### src/hdl/dvre_pkg.sv
// ----------------------------------------------------------------------------
// dvre_pkg
// Types and constants shared by the delta varint row id encoder modules.
// ----------------------------------------------------------------------------
package dvre_pkg;

    // Number of bytes sent for a header item
    localparam int HDR_BYTES = 8;
    localparam int HDR_CNT_W = $clog2(HDR_BYTES);

    // LEB128 byte layout
    localparam logic [7:0] VARINT_CONT = 8'h80;
    localparam logic [6:0] VARINT_DATA = 7'h7F;

    // Item kinds carried in tuser
    localparam logic MODE_HEADER = 1'b0;
    localparam logic MODE_VALUE  = 1'b1;

    typedef enum logic [1:0] {
        S_IDLE,
        S_HDR,
        S_VAR
    } t_state;

    // Controller to datapath
    typedef struct packed {
        logic load;   // take the accepted item into the shift register
        logic emit;   // move the next byte into the output register
    } t_cmd;

    // Datapath to controller
    typedef struct packed {
        logic last;     // byte about to be emitted is the last of its item
        logic out_free; // output register can take a byte this cycle
    } t_sts;

endpackage

### src/hdl/delta_varint_row_id_encoder.sv
// ----------------------------------------------------------------------------
// delta_varint_row_id_encoder
// Encodes ascending 64-bit row ids as a delta LEB128 varint byte stream.
// ----------------------------------------------------------------------------
// Usage:
//   Slave stream: tuser = mode (0 header, 1 row value); tdata[63:0] = element
//   count, tdata[127:64] = row value. A header transfer sends the count as 8
//   bytes, least significant first, and restarts the delta chain. A value
//   transfer sends one varint of 1 to 10 bytes: the value itself for the first
//   element after a header or reset, else the difference from the previous
//   value modulo 2^64.
//   Master stream: tdata = one encoded byte, tlast marks the final byte of the
//   item.
//   Timing: an item is taken while the sequencer is idle, then one byte leaves
//   per cycle while the receiver does not stall; no new item is taken while
//   the current one is still being sent. The next item is taken once the
//   last byte of the current one sits in the output register.
//   Path: the item goes into the shift register, each byte into the output register.
//   Reset: synchronous, active low; clears the output valid, the previous
//   value and sets the first-element flag.
//   Stall: while tready is low the output byte holds and the sequencer waits.
// ----------------------------------------------------------------------------
module delta_varint_row_id_encoder
    import dvre_pkg::*;
(
    input  logic         i_clk,
    input  logic         i_rst_n,
    input  logic         s_axis_tvalid,
    output logic         s_axis_tready,
    input  logic [127:0] s_axis_tdata,  // [63:0] element_count, [127:64] row_value
    input  logic         s_axis_tuser,  // [0] mode
    output logic         m_axis_tvalid,
    input  logic         m_axis_tready,
    output logic [7:0]   m_axis_tdata,  // [7:0] out_byte
    output logic         m_axis_tlast
);

    t_cmd cmd;
    t_sts sts;

    dvre_ctrl u_ctrl (
        .i_clk      (i_clk),
        .i_rst_n    (i_rst_n),
        .i_in_valid (s_axis_tvalid),
        .i_in_mode  (s_axis_tuser),
        .i_sts      (sts),
        .o_in_ready (s_axis_tready),
        .o_cmd      (cmd)
    );

    dvre_dp u_dp (
        .i_clk       (i_clk),
        .i_rst_n     (i_rst_n),
        .i_cmd       (cmd),
        .i_in_mode   (s_axis_tuser),
        .i_in_count  (s_axis_tdata[63:0]),
        .i_in_value  (s_axis_tdata[127:64]),
        .i_out_ready (m_axis_tready),
        .o_sts       (sts),
        .o_out_valid (m_axis_tvalid),
        .o_out_byte  (m_axis_tdata),
        .o_out_last  (m_axis_tlast)
    );

endmodule

### src/hdl/dvre_ctrl.sv
// ----------------------------------------------------------------------------
// dvre_ctrl
// Sequencer: accepts one item, then steps the datapath through its bytes.
// ----------------------------------------------------------------------------
module dvre_ctrl
    import dvre_pkg::*;
(
    input  logic i_clk,
    input  logic i_rst_n,
    input  logic i_in_valid,
    input  logic i_in_mode,
    input  t_sts i_sts,
    output logic o_in_ready,
    output t_cmd o_cmd
);

    t_state r_state;
    t_state n_state;

    // State register
    always_ff @(posedge i_clk) begin
        if (!i_rst_n) begin
            r_state <= S_IDLE;
        end else begin
            r_state <= n_state;
        end
    end

    // Next state
    always_comb begin
        n_state = r_state;
        unique case (r_state)
            S_IDLE: begin
                if (i_in_valid) begin
                    n_state = (i_in_mode == MODE_HEADER) ? S_HDR : S_VAR;
                end
            end
            S_HDR, S_VAR: begin
                if (i_sts.out_free && i_sts.last) begin
                    n_state = S_IDLE;
                end
            end
            default: n_state = S_IDLE;
        endcase
    end

    // Outputs
    always_comb begin
        o_in_ready = 1'b0;
        o_cmd      = '0;
        unique case (r_state)
            S_IDLE: begin
                o_in_ready = 1'b1;
                o_cmd.load = i_in_valid;
            end
            S_HDR, S_VAR: begin
                o_cmd.emit = i_sts.out_free;
            end
            default: begin
                o_in_ready = 1'b0;
            end
        endcase
    end

`ifndef SYNTHESIS
    // Load and emit are never issued together
    a_no_load_emit: assert property (@(posedge i_clk) disable iff (!i_rst_n)
        !(o_cmd.load && o_cmd.emit))
        else $error("load and emit in the same cycle");

    // Emitting the last byte returns to idle
    a_last_idle: assert property (@(posedge i_clk) disable iff (!i_rst_n)
        (o_cmd.emit && i_sts.last) |=> (r_state == S_IDLE))
        else $error("not idle after last byte");

    // A load always leaves idle
    a_load_busy: assert property (@(posedge i_clk) disable iff (!i_rst_n)
        o_cmd.load |=> !o_in_ready)
        else $error("still ready after a load");
`endif

endmodule

### src/hdl/dvre_dp.sv
// ----------------------------------------------------------------------------
// dvre_dp
// Datapath: delta subtractor, byte shift register, output register.
// ----------------------------------------------------------------------------
module dvre_dp
    import dvre_pkg::*;
(
    input  logic        i_clk,
    input  logic        i_rst_n,
    input  t_cmd        i_cmd,
    input  logic        i_in_mode,
    input  logic [63:0] i_in_count,
    input  logic [63:0] i_in_value,
    input  logic        i_out_ready,
    output t_sts        o_sts,
    output logic        o_out_valid,
    output logic [7:0]  o_out_byte,
    output logic        o_out_last
);

    logic [63:0]          r_prev;
    logic                 r_first;
    logic [63:0]          r_shift;
    logic                 r_is_var;
    logic [HDR_CNT_W-1:0] r_hdr_cnt;
    logic                 r_ovalid;
    logic [7:0]           r_obyte;
    logic                 r_olast;

    logic [63:0] delta;
    logic        var_last;
    logic        byte_last;
    logic [7:0]  byte_next;

    // Delta against the previous value, or the value itself for the first one
    assign delta = r_first ? i_in_value : (i_in_value - r_prev);

    // Next byte and its last flag
    assign var_last  = (r_shift[63:7] == '0);
    assign byte_last = r_is_var ? var_last
                                : (r_hdr_cnt == HDR_CNT_W'(HDR_BYTES - 1));
    assign byte_next = r_is_var
        ? ({1'b0, r_shift[6:0] & VARINT_DATA} | (var_last ? 8'h00 : VARINT_CONT))
        : r_shift[7:0];

    // List state
    always_ff @(posedge i_clk) begin
        if (!i_rst_n) begin
            r_prev  <= '0;
            r_first <= 1'b1;
        end else if (i_cmd.load) begin
            if (i_in_mode == MODE_HEADER) begin
                r_prev  <= '0;
                r_first <= 1'b1;
            end else begin
                r_prev  <= i_in_value;
                r_first <= 1'b0;
            end
        end
    end

    // Byte shift register and header byte counter
    always_ff @(posedge i_clk) begin
        if (i_cmd.load) begin
            r_shift   <= (i_in_mode == MODE_HEADER) ? i_in_count : delta;
            r_is_var  <= (i_in_mode == MODE_VALUE);
            r_hdr_cnt <= '0;
        end else if (i_cmd.emit) begin
            r_shift   <= r_is_var ? (r_shift >> 7) : (r_shift >> 8);
            r_hdr_cnt <= r_hdr_cnt + 1'b1;
        end
    end

    // Output register
    always_ff @(posedge i_clk) begin
        if (!i_rst_n) begin
            r_ovalid <= 1'b0;
        end else if (i_cmd.emit) begin
            r_ovalid <= 1'b1;
        end else if (i_out_ready) begin
            r_ovalid <= 1'b0;
        end
    end

    always_ff @(posedge i_clk) begin
        if (i_cmd.emit) begin
            r_obyte <= byte_next;
            r_olast <= byte_last;
        end
    end

    assign o_sts.last     = byte_last;
    assign o_sts.out_free = !r_ovalid || i_out_ready;
    assign o_out_valid    = r_ovalid;
    assign o_out_byte     = r_obyte;
    assign o_out_last     = r_olast;

`ifndef SYNTHESIS
    // A byte only goes out when the output register is free
    a_emit_free: assert property (@(posedge i_clk) disable iff (!i_rst_n)
        i_cmd.emit |-> (!r_ovalid || i_out_ready))
        else $error("output register overwritten");

    // Varint bytes carry the continuation bit exactly when not last
    a_var_cont: assert property (@(posedge i_clk) disable iff (!i_rst_n)
        (i_cmd.emit && r_is_var) |=> (r_obyte[7] != r_olast))
        else $error("continuation bit disagrees with last flag");

    // The eighth header byte is the last one
    a_hdr_last: assert property (@(posedge i_clk) disable iff (!i_rst_n)
        (i_cmd.emit && !r_is_var) |-> (byte_last == (r_hdr_cnt == HDR_CNT_W'(HDR_BYTES - 1))))
        else $error("header last flag misplaced");
`endif

endmodule

### config.mk
export PLATFORM = sky130hd
export DESIGN_NAME = delta_varint_row_id_encoder
export DESIGN_NICKNAME = d
export VERILOG_FILES = /design/src/hdl/dvre_pkg.sv /design/src/hdl/delta_varint_row_id_encoder.sv /design/src/hdl/dvre_ctrl.sv /design/src/hdl/dvre_dp.sv
export SDC_FILE = /design/constraint.sdc
export NUM_CORES = 1
export LEC_CHECK = 0
export BUFFER_PORTS_ARGS = -buffer_cell sky130_fd_sc_hd__buf_2
export CAP_MARGIN = 10
export CORE_MARGIN = 8
export CORE_UTILIZATION = 50
export DETAILED_ROUTE_END_ITERATION = 16
export HOLD_SLACK_MARGIN = 0.1
export PLACE_DENSITY = 0.78
export REMOVE_ABC_BUFFERS = 1
export SLEW_MARGIN = 20
export SYNTH_ARGS = -nofsm -noshare
export SYNTH_HDL_FRONTEND = slang
export SYNTH_SLANG_ARGS = --single-unit
### constraint.sdc
create_clock -name i_clk -period 3.56 [get_ports i_clk]
set_input_delay 0.89 -clock i_clk [delete_from_list [all_inputs] [get_ports i_clk]]
set_output_delay 0.89 -clock i_clk [all_outputs]
set_load 0.03 [all_outputs]
==> results by group, run 1 <==
Route
  • WL per Instance: 20.5 um
  • Number of remaining DRC errors: 0
  • Routed Antenna Nets: 0
  • Vias: 12100
  • Vias/cell: 6.18
  • WL final: 40200 um
  • 1st-pass router iterations: 5
  • Initial drt markers: 1359

Clocking
  • CTS root buf: clkbuf_16
  • CTS Sinks: 145
  • H-tree lvl count: 4
  • Clk buf depth: 2
  • Num CTS Buffers: 17
  • Skew-Pair Late Insertion Delay: 0.44 ns
  • Post-CTS Hold Fix Bufs: 0
  • CTS tree: built
  • Clock slew seen by the registers of the worst setup and hold paths: 0.07 ns

Logic synthesis
  • Warning count from the yosys run: 0
  • Unique masters post-synth: 77
  • Simple-gate area share of the yosys netlist: 18.1%
  • Post-synth top flop: edfxtp_1
  • Register bit count reported by yosys: 145
  • Mux share of post-synthesis cell area: 4.49%
  • Synth Area in Compound Gates: 28.2%
  • Cells after Synth: 1399
  • Syn Area/Cell: 8.14 um2
  • Asr flop ratio synth: 0%
  • Post-synth top area share: 19.5%
  • Area contributors post-synth: edfxtp_1 20%, dfxtp_1 12%, ha_1 7.3%
  • Sequential cell area fraction in the yosys report: 32.0%
  • Adder-cell share of the synthesized area: 7.43%
  • Synth Area in XOR/XNOR: 3.77%
  • Post-Syn Area: 11400 um2
  • Most common cell in the netlist: nand2_1
  • Largest family of logic cells by synthesized area: compound AO/OA/AOI/OAI gates
  • Post-synth top area cell: edfxtp_1
  • Post-synth top cells: 158 x nand2_1, 98 x nand3_1, 89 x a21oi_1
  • Post-synth EDFFs: 74

Placed design
  • Number of I/O port buffers: 143
  • Routability cong.: 0.944
  • Detailed placer's ending HPWL: 30000 um

Pwr
  • Max VDD drop: 0.000343 V
  • Pwr Density: 422 nW/um2
  • Leakage: 5.75 nW

Worst setup path
  • Crit-path slowest cell: o211ai_1
  • Crit end category: flip-flop
  • Critical path arrival: 3.60 ns
  • Crit path largest cell delay: 0.50 ns
  • Worst EP required: 3.75 ns
  • Crit-path cells: buf_2 > inv_1 > ha_1 > fa_1 > nor2b_1 > o31a_1 > o211ai_1 > a211oi_2 > o21ai_2 > a31oi_2 > and4_1 > or3_1 > a31o_1
  • Critical path class: in2reg
  • Largest delay share family, worst path: compound AO/OA/AOI/OAI gates
  • CP max FO: 4
  • Buf/Inv on CP: 2
  • R2R cell count: 12
  • Reg-to-reg setup timing slack: 0.32 ns
  • Terminus of the critical flop-to-flop path: u_dp.r_shift[49]
  • Crit path launch type: input port
  • Worst r2r src: u_dp.r_prev[1]

Floorplan
  • Row cnt: 55
  • Die width: 167 um
  • Ports: 144
  • DIE HEIGHT: 167 um
  • Initial cell density of the core: 50.6%
  • DIE AREA: 27900 um2
  • Core ar.: 22500 um2

Timing
  • Setup-failing EPs final: 0
  • F_max: 0.294 GHz
  • Final hold vios: 0
  • Headroom to the max-slew limit: 34.9%
  • Worst Tran Pin Value: 0.976 ns
  • RSZ-0062 raised after global routing: no
  • Slew Limit Fails: 0
  • Layout Skew: 0.0165 ns
  • TNS Setup: 0 ns
  • Tcrit/Tclk final: 95.6%
  • Period minus WS final: 3.40 ns

Global route
  • Largest net degree at the start of global routing: 114
  • Number of global-route vias before repair: 11800
  • Total track usage: 27.9%
  • Initial antenna violation count: 0
  • Overflow after GRT: 0
  • Wire length of the first global-routing pass: 62900 um

Outcome
  • Outcome: finished, final reports clean

Min path
  • Hold Path Class: reg2reg
  • Hold Crit Start: u_dp.r_shift[1]
  • Hold path depth: 0
  • Hold Path End: u_dp.o_out_byte[1]

Cells and area
  • ANT cells: 0
  • Layout Utilization: 63.2%
  • Area Growth Syn to Fin: 24.8%
  • Layout cells sized above 1: 23.3%
  • # fillers: 1978
  • Nets: 1864

Job
  • Max-Cap Viols: 0
-- cells in the final DEF (no fill, tap or decap), types with 27 or more instances in the layout --
cell type,synthesis,final
nand3_1,98,98
o21ai_0,76,75
a21oi_1,89,88
nand2_1,158,156
xor2_1,27,27
nor2_1,63,63
a21o_1,28,28
buf_2,8,142
o211ai_1,34,34
inv_1,86,85
buf_4,0,191
dfxtp_1,71,70
ha_1,66,66
a21boi_0,67,67
mux2i_1,50,50
edfxtp_1,74,74
-- cell type report --
type | instances | area (um2) | share of cell area, %
Multi-Input combinational cell | 1076 | 7100 | 50.0
Tap cell | 285 | 357 | 2.51
Clock inverter | 14 | 129 | 0.907
Timing Repair Buffer | 337 | 2220 | 15.6
Inverter | 87 | 329 | 2.31
Sequential cell | 145 | 3640 | 25.6
Clock buffer | 18 | 429 | 3.02
-- power breakdown --
group          leakage, nW  switching, mW  internal, mW  total, mW
Sequential            1.31          0.175          2.06       2.24
Clock                0.265          0.790         0.972       1.76
Combinational         4.18           1.17         0.840       2.01
-- flip-flops by register name, indices dropped and copies added (netlist names) --
name and count:
u_ctrl.r_state 2, u_dp.o_out_byte 8, u_dp.o_out_last 1, u_dp.o_out_valid 1
u_dp.r_first 1, u_dp.r_hdr_cnt 3, u_dp.r_is_var 1, u_dp.r_prev 64
u_dp.r_shift 64
-- routing by layer --
layer / share of wire, % / wire length [um] / GRT usage (%) / vias to the layer above
met5: 0 / 0 / 0 / -
met4: 3.0 / 1210 / 9.71 / 0
met3: 9.5 / 3800 / 6.69 / 88
met2: 45 / 18000 / 44.2 / 621
met1: 43 / 17100 / 36.7 / 5690
li1: - / - / - / 5720
-- what timing repair did --
item,in CTS,in global routing
gates resized for setup,0,7
setup buffers,0,0
setup endpoints to repair,0,11
-- worst max-delay path by stage --
stage	cells past startpoint	to	start	slack, ns
3_3_place_gp	14	u_dp.r_shift[52]	s_axis_tdata[64]	-0.26
5_1_grt	12	u_dp.r_shift[50]	s_axis_tdata[78]	0.03
3_5_place_dp	14	u_dp.r_shift[52]	s_axis_tdata[64]	-0.33
2_1_floorplan	6	u_dp.r_shift[49]	s_axis_tvalid	-3.04
4_1_cts	14	u_dp.r_shift[52]	s_axis_tdata[64]	0.09
6_report	13	u_dp.r_shift[62]	s_axis_tdata[64]	0.16
-- stage by stage --
step                      std cells  cell area, um2  total power [mW]  hold WS [ns]  worst slack [ns]
after global placement         1930           13600              4.17         0.402            -0.262
final                          1962           14200              6.00         0.419             0.155
after floorplan                1308           11000              3.36         0.400             -3.04
after detailed placement       1930           13600              4.21         0.405            -0.326
after global routing           1962           14200              6.26         0.436            0.0288
after CTS                      1962           14200              5.96         0.420            0.0900
-- cell families after synthesis --
logic type / after synthesis
flops: 145
simple gates: 436
compound gates: 473
fa+ha+maj: 67
xor+xnor: 49
buf+inv: 178
mux: 51
No activity file was read; power rests on OpenSTA's default activity.
==> run 2, diff against run 1 <==
clock period = 2.8 ns   (was 3.56 ns; I/O delays follow)
==> run 2 against run 1 <==
  * The flow now finishes with violations (negative setup slack)
  * Total power up 37%
  * Utilization up 9.5 points
  * Critical path depth up 2
  * Clock-buffer cell count unchanged
  * Routed wire length up 11%
==> results by group, run 2 (synthesized netlist as in run 1, its figures left out) <==
Outcome
  • Outcome: finished with violations
  • Failing checks: negative setup slack

Worst setup path
  • Crit end category: flip-flop
  • Worst EP required: 2.99 ns (-0.76 ns)
  • Terminus of the critical flop-to-flop path: u_dp.r_shift[59]
  • CP max FO: 4 (unchanged)
  • R2R cell count: 14 (+2)
  • Worst r2r src: u_dp.r_prev[2]
  • Crit path launch type: input port
  • Critical path class: in2reg
  • Critical path arrival: 3.19 ns (-0.41 ns)
  • Reg-to-reg setup timing slack: -0.17 ns (-0.49 ns)

Floorplan
  • Die width: 167 um (unchanged)
  • Ports: 144 (unchanged)
  • DIE AREA: 27900 um2 (unchanged)
  • Initial cell density of the core: 50.6% (unchanged)
  • Row cnt: 55 (unchanged)
  • DIE HEIGHT: 167 um (unchanged)
  • Core ar.: 22500 um2 (unchanged)

Global route
  • Largest net degree at the start of global routing: 71 (-38%)
  • Total track usage: 30.4% (+2.4 points)
  • Initial antenna violation count: 0 (unchanged)
  • Wire length of the first global-routing pass: 68300 um (+8.6%)
  • Overflow after GRT: 0 (unchanged)
  • Number of global-route vias before repair: 12900 (+9.4%)

Placed design
  • Number of I/O port buffers: 143 (unchanged)
  • Detailed placer's ending HPWL: 31800 um (+6.1%)
  • Post-Place Worst Slack: -0.917 ns (-0.591 ns)
  • Routability cong.: 0.980 (+3.8%)

Timing
  • Headroom to the max-slew limit: 35.7% (+0.74 points)
  • Final setup margin: -0.202 ns (-0.358 ns)
  • Setup-failing EPs final: 33 (+33)
  • Period minus WS final: 3.00 ns
  • Slew Limit Fails: 0 (unchanged)
  • Tcrit/Tclk final: 107%
  • Final hold vios: 0 (unchanged)
  • RSZ-0062 raised after global routing: yes
  • Worst Tran Pin Value: 0.961 ns (-0.0147 ns)
  • Layout Skew: 0.0135 ns (-0.00302 ns)
  • F_max: 0.333 GHz

Pwr
  • Leakage: 6.61 nW (+15%)
  • Max VDD drop: 0.000377 V (+10%)
  • Final Total Pwr: 8.21 mW (+37%)
  • Pwr Density: 502 nW/um2 (+19%)

Cells and area
  • Most frequent cells in the layout: 305 x buf_4, 151 x nand2_1, 135 x buf_2
  • Nets: 1995 (+7.0%)
  • ANT cells: 0 (unchanged)
  • # fillers: 1627 (-18%)
  • Layout cells sized above 1: 37.8% (+15 points)
  • Most common cell after layout, fill and taps aside: buf_4
  • Area Growth Syn to Fin: 43.6%

Route
  • Number of remaining DRC errors: 0 (unchanged)
  • Routed Antenna Nets: 0 (unchanged)
  • WL final: 44400 um (+11%)
  • Initial drt markers: 1485 (+9.3%)
  • WL per Instance: 21.2 um (+3.7%)
  • 1st-pass router iterations: 5 (unchanged)
  • Vias: 13100 (+7.9%)
  • Vias/cell: 6.25 (+1.1%)

Clocking
  • Clk buf depth: 2 (unchanged)
  • CTS tree: built
  • CTS root buf: clkbuf_16
  • H-tree lvl count: 4 (unchanged)
  • Clock slew seen by the registers of the worst setup and hold paths: 0.07 ns (about the same)
  • Skew-Pair Late Insertion Delay: 0.44 ns (about the same)
  • Num CTS Buffers: 17 (unchanged)
  • CTS Sinks: 145 (unchanged)

Min path
  • Hold Crit Start: u_dp.r_shift[0]
  • Hold Path End: u_dp.o_out_byte[0]
  • Hold path depth: 0 (unchanged)
  • Hold Path Class: reg2reg

Job
  • Max-Cap Viols: 0 (unchanged)
[run 2: timing repair]
action / CTS / global route
setup buffers: 21 / 12
resized for setup: 168 / 81
endpoints found under the setup margin: 44 / 47
pin swaps: 84 / 71
gates cloned: 0 / 0
hold buffers: 0 / 0
hold endpoints to repair: 0 / 0
[run 2: per-stage QoR]
step | cells | hold WS (ns) | TNS [ns] | instance area [um2] | util, %
4_1_cts | 2083 | 0.426 | -1.26 | 15900 | 70.7
3_5_place_dp | 2032 | 0.411 | -31.97 | 14400 | 64.0
5_1_grt | 2093 | 0.439 | -6.28 | 16400 | 72.7
6_report | 2093 | 0.426 | -3.35 | 16400 | 72.7
2_1_floorplan | 1308 | 0.400 | -476.95 | 11000 | -
3_3_place_gp | 2032 | 0.404 | -29.75 | 14400 | 64.0
[run 2: layout make-up]
| class | instances | area, um2 | area share, % |
|---|---|---|---|
| flip-flops and latches | 145 | 3680 | 22.5 |
| multi-input cells | 1076 | 8100 | 49.5 |
| repair buffers | 468 | 3330 | 20.4 |
| clock inverters | 14 | 129 | 0.788 |
| clock buffers | 18 | 429 | 2.62 |
| inverters | 87 | 332 | 2.03 |
| well taps | 285 | 357 | 2.18 |
[run 2: layer usage]
metal / GRT usage, % / share of wire, % / up-vias / routed length [um]
li1: - / - / 5988 / -
met1: 38.3 / 40 / 6182 / 18000
met2: 48.9 / 46 / 764 / 20500
met3: 6.08 / 9.2 / 142 / 4080
met4: 14.8 / 4.3 / 0 / 1930
met5: 0 / 0 / - / 0
[run 2: how the worst max path moves through the flow]
stage	slack, ns	endpoint	cells past startpoint	start
2_1_floorplan	-3.63	u_dp.r_shift[49]	8	u_ctrl.r_state[0]
3_3_place_gp	-0.83	u_dp.r_shift[62]	11	s_axis_tdata[66]
3_5_place_dp	-0.92	u_dp.r_shift[52]	14	s_axis_tdata[64]
4_1_cts	-0.13	u_dp.r_shift[62]	14	s_axis_tdata[64]
5_1_grt	-0.32	u_dp.r_shift[47]	12	u_dp.r_prev[30]
6_report	-0.20	u_dp.r_shift[52]	15	s_axis_tdata[64]
[run 2: critical path: stages]
cell,delay [ns]
buf_8,0.08
inv_4,0.03
ha_4,0.15
fa_2,0.38
nor2b_4,0.16
o31a_1,0.17
o211ai_1,0.10
buf_4,0.18
a211oi_2,0.19
buf_4,0.18
o2111ai_4,0.14
a21oi_2,0.22
o21bai_1,0.10
a21o_1,0.16
a31o_2,0.22
[run 2: report_power, final]
part / switching [mW] / internal (mW) / leakage [nW]
Clock: 1.03 / 1.23 / 0.269
Combinational: 1.69 / 1.40 / 5.02
Sequential: 0.231 / 2.62 / 1.32
